### src/sv/fcfl_pkg.sv
// shared types, widths and codes of the chain free-list engine
package fcfl_pkg;

  localparam int ENTRIES_DEFAULT = 2048;

  localparam int MODE_W = 3;
  localparam int BLK_W  = 16;
  localparam int CNT_W  = 12;
  localparam int ST_W   = 2;
  localparam int IN_W   = 32;
  localparam int OUT_W  = 24;

  localparam logic [MODE_W-1:0] MODE_FORMAT = 3'd0;
  localparam logic [MODE_W-1:0] MODE_ALLOC  = 3'd1;
  localparam logic [MODE_W-1:0] MODE_WALK   = 3'd2;
  localparam logic [MODE_W-1:0] MODE_EXTEND = 3'd3;
  localparam logic [MODE_W-1:0] MODE_CUT    = 3'd4;
  localparam logic [MODE_W-1:0] MODE_FREE   = 3'd5;

  localparam logic [ST_W-1:0] ST_OK    = 2'd0;
  localparam logic [ST_W-1:0] ST_EMPTY = 2'd1;
  localparam logic [ST_W-1:0] ST_ENDED = 2'd2;
  localparam logic [ST_W-1:0] ST_LIMIT = 2'd3;

  // answer of the range unit: block lies in the table, and its offset from base
  typedef struct packed {
    logic             hit;
    logic [BLK_W-1:0] off;
  } range_res_t;

endpackage

### src/sv/fcfl_range_unit.sv
// shared block range check and offset subtractor
module fcfl_range_unit #(
  parameter int ENTRIES = fcfl_pkg::ENTRIES_DEFAULT
) (
  input  logic [fcfl_pkg::BLK_W-1:0] blk,
  input  logic [fcfl_pkg::BLK_W-1:0] base,
  output fcfl_pkg::range_res_t       res
);
  import fcfl_pkg::*;

  localparam logic [BLK_W:0] ENT_X = (BLK_W+1)'(ENTRIES);

  logic [BLK_W:0] diff;

  assign diff    = {1'b0, blk} - {1'b0, base};
  assign res.hit = (blk != '0) && !diff[BLK_W] && (diff < ENT_X);
  assign res.off = diff[BLK_W-1:0];

endmodule

### config.mk
export PLATFORM = sky130hd
export DESIGN_NAME = fcfl_range_unit
export DESIGN_NICKNAME = d
export VERILOG_FILES = /design/src/sv/fcfl_pkg.sv /design/src/sv/fcfl_range_unit.sv
export SDC_FILE = /design/constraint.sdc
export NUM_CORES = 1
export LEC_CHECK = 0
export BUFFER_PORTS_ARGS = -buffer_cell sky130_fd_sc_hd__buf_2
export CAP_MARGIN = 20
export CELL_PAD_IN_SITES_DETAIL_PLACEMENT = 0
export CELL_PAD_IN_SITES_GLOBAL_PLACEMENT = 1
export CORE_MARGIN = 2
export CORE_UTILIZATION = 32
export DETAILED_ROUTE_END_ITERATION = 16
export GPL_TIMING_DRIVEN = 0
export PLACE_DENSITY_LB_ADDON = 0.1
export SYNTH_ARGS = -nofsm -noshare
export SYNTH_HDL_FRONTEND = slang
export SYNTH_SLANG_ARGS = --single-unit
### constraint.sdc
create_clock -name vclk -period 3.1
set_input_delay 0.465 -clock vclk [all_inputs]
set_output_delay 0.465 -clock vclk [all_outputs]
set_load 0.1 [all_outputs]
==> results.json <==
{
  "port_buffers": 49,
  "wl_per_cell_um": 11.9,
  "synthDistinctLibCells": 41,
  "pwr-share-seq_pct": 0,
  "vias": 1123,
  "die_y_um": 57.5,
  "relSlewSlack_pct": 67.6,
  "initial_core_util_pct": 33.5,
  "crit_required_ns": 2.63,
  "clkPwrFrac_pct": 0,
  "syn2layout_area_growth_pct": 70.5,
  "design.seq.count": 0,
  "ys_seq_area_share_pct": 0,
  "routed_wl_mm": 2.61,
  "ios": 49,
  "yosys_warnings": 0,
  "hold_violations": 0,
  "irDropWorstVdd_v": 0.000359,
  "drt_iter0_drc": 12,
  "syn_area_um2": 916,
  "grt-ovfl-total": 0,
  "place_area_um2": 1380,
  "drv_slew": 0,
  "p_sw_uw": 502,
  "fin_crit_ns": 3.07,
  "hp-class": "input pin to output pin",
  "grt_first_pass_wirelength_mm": 4.44,
  "row_count": 19,
  "p_comb_share_pct": 100.0,
  "syn_inst": 129,
  "swShare_pct": 71.2,
  "fillers": 275,
  "fin_area_um2": 1560,
  "drv_cap": 0,
  "worstMarginPinSlew_ns": 0.489,
  "critPathKind": "input pin to output pin",
  "yosys-top-cells-area": "ha_1 22%, inv_1 9.0%, xnor2_1 7.7%, a21oi_1 6.6%, xor2_1 3.8%",
  "setup_slack_ns": 0.0277,
  "p_int_uw": 203,
  "antenna_left": 0,
  "leakagePower_nw": 0.771,
  "dp_hpwl_mm": 2.17,
  "drc": 0,
  "worstPathArrival_ns": 2.61,
  "antenna_cells": 0,
  "nets": 240,
  "synth_top_cell_by_area": "ha_1",
  "syn_nets": 178,
  "antenna_found_initial": 0,
  "die_area_um2": 3310,
  "gp_congestion": 0.801,
  "die-width_um": 57.5,
  "period_share_pct": 99.1,
  "multi_input_area_um2": 1020,
  "synth_most_common_cell": "inv_1",
  "cp_max_fo": 3,
  "place_ws_ns": -0.607,
  "core_um2": 2730,
  "seq_area_um2": 0,
  "avgViaCountPerCell": 5.10,
  "nClkBuffers": 0,
  "status": "complete, no violations",
  "cp-end-kind": "output pin",
  "synth.top_cell.area_share_pct": 21.9,
  "rsz0062_at_grt": "yes",
  "start_kind": "input pin",
  "avgSynthCellArea_um2": 7.10,
  "synth_common_cells": "22 x inv_1, 16 x ha_1, 12 x a21oi_1, 8 x xnor2_1, 6 x nand2_1",
  "grt_max_degree": 11,
  "finalSetupViolations": 0,
  "p_per_area_nw_per_um2": 451,
  "drive_above_1_share_pct": 50.3,
  "first_pass_iters": 4,
  "grt_pass1_vias": 1075,
  "maxClockFrequency_ghz": 0.325,
  "grt_use_total_pct": 15.8
}
-- stage by stage --
stage	setup TNS (ns)	util [%]	power [mW]	cells	hold slack, ns
after floorplan	-1.46	-	0.553	129	1.40
after global placement	-1.30	50.6	0.639	209	1.44
after detailed placement	-1.34	50.6	0.644	209	1.45
after CTS	-0.0854	55.5	0.685	219	1.46
after global routing	-0.118	57.1	0.739	220	1.48
final	0	57.1	0.704	220	1.46
-- path summary, 6_finish.rpt --
kind | startpoint | to | cells past startpoint | slack [ns]
max | blk[0] | res[16] | 13 | 0.03
min | base[0] | res[0] | 4 | 1.46
-- power by group through the flow --
stage               Sequential (mW)  Clock (mW)  Combinational (mW)
finish                            0           0               0.704
global route                      0           0               0.739
CTS                               0           0               0.685
global placement                  0           0               0.639
floorplan                         0           0               0.553
detailed placement                0           0               0.644
-- layer usage --
layer	vias to the layer above	global-route usage, %	share of wire [%]
met5	-	0	0
met4	0	0	0
met3	0	0	5.1
met2	34	29.1	49
met1	507	21.9	46
li1	582	-	-
-- worst max-delay path, stage by stage --
cell and delay, ns:
buf_6 0.10, inv_4 0.04, ha_4 0.12, inv_2 0.03, fa_2 0.36, a21oi_4 0.18
o21ai_2 0.09, a21oi_4 0.19, o31ai_4 0.09, mux2i_1 0.13, or3_4 0.40, nor4_4 0.15
buf_6 0.26
-- cell usage in the layout (no fill, tap or decap), types with 3 or more instances in the layout --
cell type,count
nor4_1,5
nor2_1,3
a21oi_1,8
ha_1,14
buf_6,4
nand2_1,6
xnor2_4,3
nand3b_1,3
a21o_1,4
nand3_1,4
o21ai_0,4
nand4_1,4
buf_4,12
buf_2,44
inv_1,19
xor2_1,3
xnor2_2,3
a21oi_2,4
-- logic make-up (layout without fill, tap and decap cells) --
family          count (synthesis)  count (layout)  synth area share (%)
simple gates                   36              36                  23.8
fa+ha+maj                      17              17                  24.0
buf+inv                        26              86                  11.6
xor+xnor                       12              12                  11.5
compound gates                 36              36                  26.9
mux                             2               2                  2.19
-- area by class of cell --
type	instances	area share [%]
Tap cell	31	2.48
Inverter	22	6.25
Multi-Input combinational cell	103	65.5
Timing Repair Buffer	60	24.0
Buffer	4	1.76
-- timing repair --
| item | in CTS | in global routing |
|---|---|---|
| setup buffers | 10 | 1 |
| hold buffers | 0 | 0 |
| endpoints found under the setup margin | 5 | 5 |
| pin swaps | 11 | 10 |
| gates resized for setup | 18 | 8 |
Power figures use the tool's default switching activity.
